==> src/rtl/fingerprint_packet_deframer_macros.svh <==
// Assertion macros for the fingerprint packet deframer.
`ifndef FINGERPRINT_PACKET_DEFRAMER_MACROS_SVH
`define FINGERPRINT_PACKET_DEFRAMER_MACROS_SVH

// Implication checked at every clock edge, off during reset.
`define FPD_ASSERT(lbl, clk, rst_n, prop) \
    lbl: assert property (@(posedge clk) disable iff (!rst_n) prop) \
        else $error("fpd assertion failed");

// Condition that must never hold, off during reset.
`define FPD_NEVER(lbl, clk, rst_n, cond) \
    lbl: assert property (@(posedge clk) disable iff (!rst_n) !(cond)) \
        else $error("fpd forbidden condition seen");

`endif

==> src/rtl/fpd_pkg.sv <==
// Shared constants and types for the fingerprint packet deframer.
package fpd_pkg;

    localparam logic [3:0] HEADER_BYTES  = 4'd9;
    localparam logic [3:0] HDR_POS_SYNC0 = 4'd0;
    localparam logic [3:0] HDR_POS_SYNC1 = 4'd1;
    localparam logic [3:0] HDR_POS_ID    = 4'd6;
    localparam logic [3:0] HDR_POS_LENHI = 4'd7;
    localparam logic [3:0] HDR_POS_LENLO = 4'd8;

    localparam logic [7:0]  SYNC_FIRST  = 8'hEF;
    localparam logic [7:0]  SYNC_SECOND = 8'h01;
    localparam logic [7:0]  END_ID      = 8'h08;
    localparam logic [23:0] TOTAL_MAX   = 24'hFFFFFF;

    localparam logic KIND_DATA  = 1'b0;
    localparam logic KIND_START = 1'b1;

    typedef struct packed {
        logic [15:0] packet_number;
        logic [23:0] packet_offset;
        logic [16:0] packet_bytes;
        logic        header_valid;
        logic        is_end_packet;
        logic        is_target;
        logic [23:0] total_bytes;
    } t_result;

    typedef struct packed {
        logic        stopped;
        logic [15:0] packet_count;
        logic [3:0]  hdr_pos;
    } t_core_status;

endpackage

==> src/rtl/fpd_if.sv <==
// Valid/ready channel interfaces for the deframer's byte input and packet report output.
interface fpd_in_if;
    logic       valid;
    logic       ready;
    logic       kind;
    logic [7:0] data_byte;

    modport source (output valid, output kind, output data_byte, input ready);
    modport sink   (input valid, input kind, input data_byte, output ready);
endinterface

interface fpd_out_if;
    logic        valid;
    logic        ready;
    logic [15:0] packet_number;
    logic [23:0] packet_offset;
    logic [16:0] packet_bytes;
    logic        header_valid;
    logic        is_end_packet;
    logic        is_target;
    logic [23:0] total_bytes;

    modport source (output valid, output packet_number, output packet_offset,
                    output packet_bytes, output header_valid, output is_end_packet,
                    output is_target, output total_bytes, input ready);
    modport sink   (input valid, input packet_number, input packet_offset,
                    input packet_bytes, input header_valid, input is_end_packet,
                    input is_target, input total_bytes, output ready);
endinterface

==> src/rtl/fpd_core.sv <==
// Framing state, counters and packet report computation, one byte per cycle while i_accept is high.
module fpd_core (
    input  logic                 i_clk,
    input  logic                 i_rst_n,
    input  logic                 i_cfg_we,
    input  logic [15:0]          i_cfg_data,
    input  logic                 i_accept,
    input  logic                 i_kind,
    input  logic [7:0]           i_data_byte,
    output logic                 o_emit,
    output fpd_pkg::t_result     o_result,
    output fpd_pkg::t_core_status o_status
);

    logic [15:0] r_target;
    logic [3:0]  r_hdr_pos, n_hdr_pos;
    logic [15:0] r_remaining, n_remaining;
    logic [7:0]  r_len_hi, n_len_hi;
    logic [7:0]  r_len_lo, n_len_lo;
    logic [7:0]  r_id, n_id;
    logic        r_good, n_good;
    logic [15:0] r_count, n_count;
    logic [23:0] r_total, n_total;
    logic        r_stopped, n_stopped;

    logic        emit;
    logic        is_end;
    logic [16:0] plen;
    logic [24:0] sum;
    logic [23:0] sum_sat;

    always_comb begin
        n_hdr_pos   = r_hdr_pos;
        n_remaining = r_remaining;
        n_len_hi    = r_len_hi;
        n_len_lo    = r_len_lo;
        n_id        = r_id;
        n_good      = r_good;
        n_count     = r_count;
        n_total     = r_total;
        n_stopped   = r_stopped;
        emit        = 1'b0;

        if (i_accept) begin
            if (i_kind == fpd_pkg::KIND_START) begin
                n_hdr_pos   = '0;
                n_remaining = '0;
                n_count     = '0;
                n_total     = '0;
                n_good      = 1'b1;
                n_stopped   = 1'b0;
            end else if (!r_stopped) begin
                if (r_hdr_pos < fpd_pkg::HEADER_BYTES) begin
                    case (r_hdr_pos)
                        fpd_pkg::HDR_POS_SYNC0: n_good = (i_data_byte == fpd_pkg::SYNC_FIRST);
                        fpd_pkg::HDR_POS_SYNC1: begin
                            if (i_data_byte != fpd_pkg::SYNC_SECOND) begin
                                n_good = 1'b0;
                            end
                        end
                        fpd_pkg::HDR_POS_ID:    n_id     = i_data_byte;
                        fpd_pkg::HDR_POS_LENHI: n_len_hi = i_data_byte;
                        default: ;
                    endcase
                    if (r_hdr_pos == fpd_pkg::HDR_POS_LENLO) begin
                        n_len_lo    = i_data_byte;
                        n_remaining = {r_len_hi, i_data_byte};
                        n_hdr_pos   = fpd_pkg::HEADER_BYTES;
                        // empty payload: packet ends on its last header byte
                        emit        = ({r_len_hi, i_data_byte} == 16'd0);
                    end else begin
                        n_hdr_pos = r_hdr_pos + 4'd1;
                    end
                end else begin
                    if (r_remaining != 16'd0) begin
                        n_remaining = r_remaining - 16'd1;
                    end
                    emit = (r_remaining <= 16'd1);
                end
            end
        end

        plen    = {1'b0, r_len_hi, n_len_lo} + 17'(fpd_pkg::HEADER_BYTES);
        sum     = {1'b0, r_total} + {8'd0, plen};
        sum_sat = sum[24] ? fpd_pkg::TOTAL_MAX : sum[23:0];
        is_end  = r_good && (r_id == fpd_pkg::END_ID);

        if (emit) begin
            n_total     = sum_sat;
            n_count     = r_count + 16'd1;
            n_hdr_pos   = '0;
            n_remaining = '0;
            if (!r_good || is_end) begin
                n_stopped = 1'b1;
            end
        end
    end

    always_ff @(posedge i_clk) begin
        if (!i_rst_n) begin
            r_target    <= '0;
            r_hdr_pos   <= '0;
            r_remaining <= '0;
            r_len_hi    <= '0;
            r_len_lo    <= '0;
            r_id        <= '0;
            r_good      <= 1'b1;
            r_count     <= '0;
            r_total     <= '0;
            r_stopped   <= 1'b0;
        end else begin
            if (i_cfg_we) begin
                r_target <= i_cfg_data;
            end
            r_hdr_pos   <= n_hdr_pos;
            r_remaining <= n_remaining;
            r_len_hi    <= n_len_hi;
            r_len_lo    <= n_len_lo;
            r_id        <= n_id;
            r_good      <= n_good;
            r_count     <= n_count;
            r_total     <= n_total;
            r_stopped   <= n_stopped;
        end
    end

    assign o_emit                 = emit;
    assign o_result.packet_number = r_count;
    assign o_result.packet_offset = r_total;
    assign o_result.packet_bytes  = plen;
    assign o_result.header_valid  = r_good;
    assign o_result.is_end_packet = is_end;
    assign o_result.is_target     = (r_count == r_target);
    assign o_result.total_bytes   = sum_sat;

    assign o_status.stopped      = r_stopped;
    assign o_status.packet_count = r_count;
    assign o_status.hdr_pos      = r_hdr_pos;

endmodule

==> src/rtl/fpd_out_buf.sv <==
// Two-entry result buffer that decouples the core from output backpressure.
module fpd_out_buf (
    input  logic             i_clk,
    input  logic             i_rst_n,
    input  logic             i_push,
    input  fpd_pkg::t_result i_data,
    input  logic             i_pop,
    output logic             o_valid,
    output fpd_pkg::t_result o_data,
    output logic             o_full,
    output logic [1:0]       o_count
);

    fpd_pkg::t_result r_entry [2];
    logic             r_wr_ptr;
    logic             r_rd_ptr;
    logic [1:0]       r_count;
    logic             do_pop;

    assign o_valid = (r_count != 2'd0);
    assign o_full  = (r_count == 2'd2);
    assign o_data  = r_entry[r_rd_ptr];
    assign o_count = r_count;
    assign do_pop  = i_pop && o_valid;

    always_ff @(posedge i_clk) begin
        if (i_push) begin
            r_entry[r_wr_ptr] <= i_data;
        end
    end

    always_ff @(posedge i_clk) begin
        if (!i_rst_n) begin
            r_wr_ptr <= 1'b0;
            r_rd_ptr <= 1'b0;
            r_count  <= '0;
        end else begin
            if (i_push) begin
                r_wr_ptr <= ~r_wr_ptr;
            end
            if (do_pop) begin
                r_rd_ptr <= ~r_rd_ptr;
            end
            case ({i_push, do_pop})
                2'b10:   r_count <= r_count + 2'd1;
                2'b01:   r_count <= r_count - 2'd1;
                default: r_count <= r_count;
            endcase
        end
    end

endmodule

==> src/rtl/fingerprint_packet_deframer.sv <==
// Fingerprint packet deframer top level: byte input, packet reports out.
// Takes one item per clock while input ready is high: a received byte or a
// start marker. Framing counters update in the same cycle the item is
// accepted; a finished report goes into a two-entry output buffer and is
// registered there before the sink sees it. Input ready drops only while
// both buffer entries hold reports that the sink has not taken. The user
// must write target_index through i_cfg_we/i_cfg_data only while idle;
// the block does not enforce this.
`include "fingerprint_packet_deframer_macros.svh"

module fingerprint_packet_deframer (
    input  logic        i_clk,
    input  logic        i_rst_n,
    input  logic        i_cfg_we,
    input  logic [15:0] i_cfg_data,
    fpd_in_if.sink      i_in,
    fpd_out_if.source   o_out
);

    logic                  accept;
    logic                  emit;
    logic                  buf_full;
    logic                  buf_valid;
    logic [1:0]            buf_count;
    fpd_pkg::t_result      core_result;
    fpd_pkg::t_result      buf_data;
    fpd_pkg::t_core_status core_status;

    assign i_in.ready = !buf_full;
    assign accept     = i_in.valid && !buf_full;

    fpd_core u_core (
        .i_clk       (i_clk),
        .i_rst_n     (i_rst_n),
        .i_cfg_we    (i_cfg_we),
        .i_cfg_data  (i_cfg_data),
        .i_accept    (accept),
        .i_kind      (i_in.kind),
        .i_data_byte (i_in.data_byte),
        .o_emit      (emit),
        .o_result    (core_result),
        .o_status    (core_status)
    );

    fpd_out_buf u_out_buf (
        .i_clk   (i_clk),
        .i_rst_n (i_rst_n),
        .i_push  (emit),
        .i_data  (core_result),
        .i_pop   (o_out.ready),
        .o_valid (buf_valid),
        .o_data  (buf_data),
        .o_full  (buf_full),
        .o_count (buf_count)
    );

    assign o_out.valid         = buf_valid;
    assign o_out.packet_number = buf_data.packet_number;
    assign o_out.packet_offset = buf_data.packet_offset;
    assign o_out.packet_bytes  = buf_data.packet_bytes;
    assign o_out.header_valid  = buf_data.header_valid;
    assign o_out.is_end_packet = buf_data.is_end_packet;
    assign o_out.is_target     = buf_data.is_target;
    assign o_out.total_bytes   = buf_data.total_bytes;

    `FPD_NEVER(a_buf_overflow, i_clk, i_rst_n, (buf_count == 2'd3) || (emit && buf_full))
    `FPD_ASSERT(a_start_clears, i_clk, i_rst_n,
        (accept && i_in.kind == fpd_pkg::KIND_START) |=>
            (core_status.packet_count == 16'd0 && !core_status.stopped &&
             core_status.hdr_pos == 4'd0))
    `FPD_ASSERT(a_stop_after_final, i_clk, i_rst_n,
        (emit && (!core_result.header_valid || core_result.is_end_packet)) |=>
            core_status.stopped)
    `FPD_ASSERT(a_total_covers_offset, i_clk, i_rst_n,
        o_out.valid |-> (o_out.total_bytes >= o_out.packet_offset))

endmodule
==> src/flat_wrapper.sv <==
// flat-port wrapper written by rule: the top's interface ports become plain ports
module fingerprint_packet_deframer_flat 
  (i_clk, i_rst_n, i_cfg_we, i_cfg_data, i_in_valid, i_in_kind, i_in_data_byte, i_in_ready, o_out_valid, o_out_packet_number, o_out_packet_offset, o_out_packet_bytes, o_out_header_valid, o_out_is_end_packet, o_out_is_target, o_out_total_bytes, o_out_ready);
  fpd_in_if i_in_i ();
  fpd_out_if o_out_i ();
  input  logic i_clk;
  input  logic i_rst_n;
  input  logic i_cfg_we;
  input  logic [15:0] i_cfg_data;
  input wire logic [$bits(i_in_i.valid)-1:0] i_in_valid;
  input wire logic [$bits(i_in_i.kind)-1:0] i_in_kind;
  input wire logic [$bits(i_in_i.data_byte)-1:0] i_in_data_byte;
  output wire logic [$bits(i_in_i.ready)-1:0] i_in_ready;
  output wire logic [$bits(o_out_i.valid)-1:0] o_out_valid;
  output wire logic [$bits(o_out_i.packet_number)-1:0] o_out_packet_number;
  output wire logic [$bits(o_out_i.packet_offset)-1:0] o_out_packet_offset;
  output wire logic [$bits(o_out_i.packet_bytes)-1:0] o_out_packet_bytes;
  output wire logic [$bits(o_out_i.header_valid)-1:0] o_out_header_valid;
  output wire logic [$bits(o_out_i.is_end_packet)-1:0] o_out_is_end_packet;
  output wire logic [$bits(o_out_i.is_target)-1:0] o_out_is_target;
  output wire logic [$bits(o_out_i.total_bytes)-1:0] o_out_total_bytes;
  input wire logic [$bits(o_out_i.ready)-1:0] o_out_ready;
  assign i_in_i.valid = i_in_valid;
  assign i_in_i.kind = i_in_kind;
  assign i_in_i.data_byte = i_in_data_byte;
  assign i_in_ready = i_in_i.ready;
  assign o_out_valid = o_out_i.valid;
  assign o_out_packet_number = o_out_i.packet_number;
  assign o_out_packet_offset = o_out_i.packet_offset;
  assign o_out_packet_bytes = o_out_i.packet_bytes;
  assign o_out_header_valid = o_out_i.header_valid;
  assign o_out_is_end_packet = o_out_i.is_end_packet;
  assign o_out_is_target = o_out_i.is_target;
  assign o_out_total_bytes = o_out_i.total_bytes;
  assign o_out_i.ready = o_out_ready;
  fingerprint_packet_deframer u_core (.i_clk(i_clk), .i_rst_n(i_rst_n), .i_cfg_we(i_cfg_we), .i_cfg_data(i_cfg_data), .i_in(i_in_i), .o_out(o_out_i));
endmodule
==> config.mk <==
export PLATFORM = sky130hd
export DESIGN_NAME = fingerprint_packet_deframer_flat
export DESIGN_NICKNAME = d
export VERILOG_FILES = /design/src/rtl/fpd_pkg.sv /design/src/rtl/fpd_if.sv /design/src/rtl/fpd_core.sv /design/src/rtl/fpd_out_buf.sv /design/src/rtl/fingerprint_packet_deframer.sv /design/src/flat_wrapper.sv
export VERILOG_INCLUDE_DIRS = /design/src /design/src/rtl
export SDC_FILE = /design/constraint.sdc
export NUM_CORES = 1
export LEC_CHECK = 0
export BUFFER_PORTS_ARGS = -buffer_cell sky130_fd_sc_hd__buf_2
export CAP_MARGIN = 20
export CORE_UTILIZATION = 55
export CTS_CLUSTER_DIAMETER = 40
export DETAILED_ROUTE_END_ITERATION = 12
export HOLD_SLACK_MARGIN = 0.12
export PLACE_DENSITY = 0.8
export SETUP_SLACK_MARGIN = 0.05
export SLEW_MARGIN = 0
export SYNTH_ARGS = -nofsm -noshare
export SYNTH_HDL_FRONTEND = slang
export SYNTH_SLANG_ARGS = --single-unit
==> constraint.sdc <==
create_clock -name i_clk -period 8.2 [get_ports i_clk]
set_input_delay 1.64 -clock i_clk [delete_from_list [all_inputs] [get_ports i_clk]]
set_output_delay 1.64 -clock i_clk [all_outputs]
set_load 0.005 [all_outputs]
# ---- Yosys cells after proc, flatten, opt, wreduce, memory -nomap -nowiden
# Memory sizes are Yosys's and may differ from the RTL's. A register that Yosys moved wholly into a read port is not among the register bits.
# Cells that the tools add are included.
dict set report totals {
  reg_bits 106
  ram_bits 168
  input_bits 30
  elab_cells 105
  mem_count 1
}
# name words word_bits rd rd_ports_with_merged_regs wr line
set mem_list {}
lappend mem_list {u_core.u_out_buf.r_entry 2 84 1 1 1 fpd_out_buf.sv:14} ;# fpd_pkg::t_result r_entry [2];
dict set report classes {
  add_sub_neg 7
  magnitude_cmp 2
  eq_ne 14
  mux 40
  bitwise_logic 5
  reduce_logical 23
}
# op count
set ops {}
lappend ops {{two-way mux 16 bit} 8}
lappend ops {{two-way mux 24 bit} 4}
lappend ops {{two-way mux 8 bit} 5}
lappend ops {{adder 24 x 17 -> 25 bit} 1}
lappend ops {{adder 16 x 4 -> 17 bit (second input constant)} 1}
lappend ops {{two-way mux 1 bit} 17}
lappend ops {{adder 16 x 1 -> 16 bit (second input constant)} 1}
lappend ops {{equality test 16 bit} 1}
lappend ops {{<= comparator 16 x 1 -> 1 bit (second input constant)} 1}
lappend ops {{zero test 16 bit} 1}
lappend ops {{two-way mux 4 bit} 4}
lappend ops {{nonzero test 16 bit} 1}
lappend ops {{subtractor 16 x 1 -> 16 bit (second input constant)} 1}
lappend ops {{AND reduction 5 bit} 3}
lappend ops {{nonzero test 2 bit} 5}
lappend ops {{equality test 4 x 3 -> 1 bit (second input constant)} 2}
lappend ops {{equality test 8 x 4 -> 1 bit (second input constant)} 1}
lappend ops {{equality test 8 bit (second input constant)} 1}
lappend ops {{inequality test 8 x 1 -> 1 bit (second input constant)} 1}
lappend ops {{nonzero test 3 bit} 2}
lappend ops {{inverter 1 bit} 5}
lappend ops {{adder 4 x 1 -> 4 bit (second input constant)} 1}
lappend ops {{equality test 2 bit (second input constant)} 2}
lappend ops {{equality test 4 x 1 -> 1 bit (second input constant)} 1}
lappend ops {{18 further kinds} 21}

# ---- Logic depth before layout (Yosys ltp)
dict set report logic_depth {
  ltp_word 10
  depth_mapped 26
}

# ---- By module
# A second synthesis with hierarchy kept.
dict set report unflattened {
  hier_cells 1060
  hier_area_um2 12625.9
}
# mod n_inst cells_each area_per_inst_um2 seq_area_each_um2
set modules_own_cells {}
lappend modules_own_cells {fpd_core 1 774 6338.6 2042.0}
lappend modules_own_cells {fpd_out_buf 1 284 6277.3 5144.9}
lappend modules_own_cells {fingerprint_packet_deframer 1 2 10.0 0.0}

# ---- Worst setup path before layout
# OpenSTA, ideal clock, no wires.
dict set report synth_timing {
  path_type {input to register}
  start {in i_in_kind}
  end {mem u_core.u_out_buf.r_entry[1][0] in the netlist's numbering (enable)}
  t_arrival_ns 6.199
  t_required_ns 7.664
  slack_ns 1.464
  stages 6
  path_buffers 1
  path_cell_list {nor2_1 -> and3_1 -> clkbuf_1 -> nand4_2 -> a21boi_0 -> nor2b_1}
}
dict set report synth_via {
  elab_chain_len 4
}
# item line
set synth_rtl {}
lappend synth_rtl {{from (decl)} flat_wrapper.sv:11} ;# input wire logic [$bits(i_in_i.kind)-1:0] i_in_kind;
lappend synth_rtl {{two-way mux 1 bit} fpd_core.sv:45} ;# if (i_kind == fpd_pkg::KIND_START) begin
lappend synth_rtl {{two-way mux 1 bit} fpd_core.sv:44} ;# if (i_accept) begin
lappend synth_rtl {{two-way mux 1 bit} fpd_out_buf.sv:27} ;# if (i_push) begin
lappend synth_rtl {{two-way mux 1 bit (implied by the code)} fpd_out_buf.sv:28} ;# r_entry[r_wr_ptr] <= i_data;
lappend synth_rtl {{to (decl)} fpd_out_buf.sv:14}
# Every way passes these cells.

==> flow_metrics.py <==
metrics = {
    "grt": {
        "grt_pass1_vias": 8170,
        "grt_max_degree": 85,
        "grt_antenna_before_repair": 0,
        "gr-total-overflow": 0,
        "grt_use_total_pct": 22.9,
        "grt_pass1_wl_um": 42600,
    },
    "worst_setup_path": {
        "crit_type": "primary input to flip-flop",
        "cp.required_ns": 8.51,
        "endpoint_kind": "flip-flop",
        "crit_arrival_ns": 6.68,
        "start_kind": "primary input",
        "path_max_fanout": 12,
        "worstRegToRegCells": 20,
    },
    "yosys": {
        "synthCells": 1048,
        "synthTopCellsByCount": "168 x edfxtp_1, 107 x dfxtp_1, 87 x mux2_2",
        "yosys_most_used_dff": "edfxtp_1",
        "synth_edf_count": 168,
        "yosys.area.top_type_share_pct": 40.0,
        "synthArstFlopShare_pct": 0,
        "ys_seq_area_share_pct": 57.0,
        "synthDistinctLibCells": 66,
        "synth.area.top_cells": "edfxtp_1 40%, dfxtp_1 17%, mux2_2 7.8%",
        "yosys_warnings": 0,
        "yosysMostFrequentCell": "edfxtp_1",
        "synth.avg_cell_area_um2": 12.0,
        "netlist_area_um2": 12600,
        "synth_area_leader_cell": "edfxtp_1",
        "ys_seq_elements": 275,
        "synth_nets": 1105,
    },
    "sta": {
        "setup_viol": 0,
        "max_clock_freq_ghz": 0.157,
        "period_share_pct": 77.7,
        "slew_headroom_pct": 34.4,
        "tightest_slew_ns": 0.985,
        "period_needed_ns": 6.37,
        "hold_viol": 0,
        "drv_slew": 0,
        "tns_ns": 0,
        "clock_skew_ns": 0.0123,
        "rsz0062_at_grt": "false",
    },
    "placement": {
        "dp_hpwl_um": 17800,
        "io_buffers": 115,
        "placed_cells": 1403,
        "place_congestion": 0.916,
    },
    "cts": {
        "clockBufferDepth": 3,
        "cts_root_buf": "clkbuf_16",
        "clk_latency_ns": 0.51,
        "ctsResizeCount": 0,
        "numCtsBuffers": 35,
        "cts_sinks": 275,
        "htree_levels": 2,
        "clkTransAtPathRegs_ns": 0.06,
        "ctsHoldBuffers": 0,
        "post_cts_buffers": 0,
        "cts_tree": "done",
    },
    "job": {
        "maxCapViolations": 0,
    },
    "floorplan": {
        "die_h_um": 153,
        "ios": 116,
        "dieArea_um2": 23500,
        "die_x_um": 153,
        "start_util_pct": 55.9,
        "rows": 55,
        "core_area_um2": 22600,
    },
    "detailed_routing": {
        "drcViolationCount": 0,
        "dr.pass1.iters": 5,
        "drtAntennaViolNets": 0,
        "routed_wl_um": 26800,
        "routed_via_density": 5.75,
        "drtIter0Drc": 534,
        "num_vias": 8440,
        "wl_per_cell_um": 18.3,
    },
    "finish": {
        "antenna_cells": 0,
        "layout-drive-gt1-share_pct": 24.3,
        "nets": 1213,
        "syn2layout_area_growth_pct": 15.2,
        "final_cells": 1468,
    },
    "power": {
        "leakage_nw": 5.36,
        "power_frac_clock_pct": 49.3,
        "ir_drop_mv": 0.231,
        "cellPowerDensity_nw_per_um2": 210,
        "p_sw_share_pct": 20.8,
        "intPower_mw": 2.42,
        "switchingPower_mw": 0.633,
        "p_comb_share_pct": 2.7,
        "power_frac_seq_pct": 48.0,
    },
    "status": {
        "status": "finished clean",
    },
    "min_path": {
        "holdPathStages": 2,
        "hold_class": "flip-flop to flip-flop",
    },
}
==> worst max-delay path, stage by stage <==
cell       delay, ns
buf_2           0.17
nor2_1          0.13
nand4_1         0.56
mux2i_1         0.59
inv_1           0.11
ha_1            0.27
a21oi_1         0.16
nor2_1          0.06
nand2_1         0.06
o31ai_1         0.15
a21oi_1         0.31
ha_1            0.35
a2111oi_0       0.50
o21ai_0         0.29
a31oi_1         0.47
o22ai_1         0.27
nand3_1         0.23
nor3_1          0.08
a21oi_1         0.27
==> layout make-up <==
cell class                      count  area [µm²]
Inverter                           13        48.8
Fill cell                        1702        8040
Clock buffer                       42         902
Multi-Input combinational cell    708        5130
Timing Repair Buffer              123         656
Tap cell                          285         357
Sequential cell                   275        7190
Clock inverter                     22         254
==> sequential cells by signal (all words and copies together) (netlist names), 2 cells and up, named ones only <==
signal / flops
u_core.u_out_buf.r_entry: 168
u_core.u_core.r_total: 24
u_core.u_core.r_count: 16
u_core.u_core.r_remaining: 16
u_core.u_core.r_target: 16
u_core.u_core.r_id: 8
u_core.u_core.r_len_hi: 8
u_core.u_core.r_len_lo: 8
u_core.u_core.r_hdr_pos: 4
u_core.u_out_buf.o_count: 2
==> logic make-up after synthesis <==
kind of cell	Yosys count	synth area share, %
xor+xnor	75	5.21
fa+ha+maj	27	2.74
buf+inv	65	2.50
mux	126	10.9
flops	275	57.0
simple gates	306	12.8
compound gates	174	8.97
==> routing by layer <==
layer,part of all wire [%],track usage [%],vias to the layer above
li1,-,-,4081
met1,45,31.4,4061
met2,47,36.9,249
met3,5.6,3.83,49
met4,2.3,7.90,0
met5,0,0,-
==> layout by cell type (no fill, tap or decap), types with 6 or more instances in the layout <==
master	count
o21ai_0	43
nand2b_1	9
edfxtp_1	168
a21o_1	7
nor4_1	7
clkinvlp_4	6
nor2b_1	43
dfxtp_1	106
xnor2_1	52
xor2_1	23
ha_1	26
nand3_1	26
clkbuf_1	7
nand4_1	21
buf_2	115
nand2_1	73
clkbuf_16	35
buf_4	7
mux2_2	87
a22o_1	19
nor3_1	14
a21oi_1	44
a22oi_1	7
mux2i_1	39
inv_1	13
and3_1	10
a2111oi_0	8
nor2_1	62
and2_1	10
==> power by group through the flow <==
stage                     Clock, mW  Combinational [mW]  Sequential (mW)
final                          1.51              0.0817             1.46
after global routing           1.59              0.0910             1.46
after CTS                      1.53              0.0814             1.46
after detailed placement          0              0.0804             1.49
after global placement            0              0.0799             1.49
after floorplan                   0              0.0601             1.49
==> final timing paths <==
| kind | slack, ns | end | from |
|---|---|---|---|
| min | 0.49 | u_core.u_core.r_remaining[7] | u_core.u_core.r_remaining[7] |
| max | 1.83 | u_core.u_out_buf.r_entry[1][23] | i_in_kind |
| min reg2reg | 0.49 | u_core.u_core.r_remaining[7] | u_core.u_core.r_remaining[7] |
| max reg2reg | 2.42 | u_core.u_out_buf.r_entry[1][23] | u_core.u_core.r_hdr_pos[0] |
==> metrics by stage <==
stage                     power [mW]  setup slack [ns]  util [%]  hold slack (ns)  area [µm²]
after detailed placement        1.57              1.48      59.2            0.477       13400
after CTS                       3.08              2.00      64.3            0.491       14500
final                           3.05              1.83      64.4            0.495       14500
after floorplan                 1.55              1.46         -            0.424       12600
after global placement          1.57              1.66      59.2            0.461       13400
after global routing            3.14              1.41      64.4            0.514       14500
Note: power is estimated with default switching activity, not from simulation.
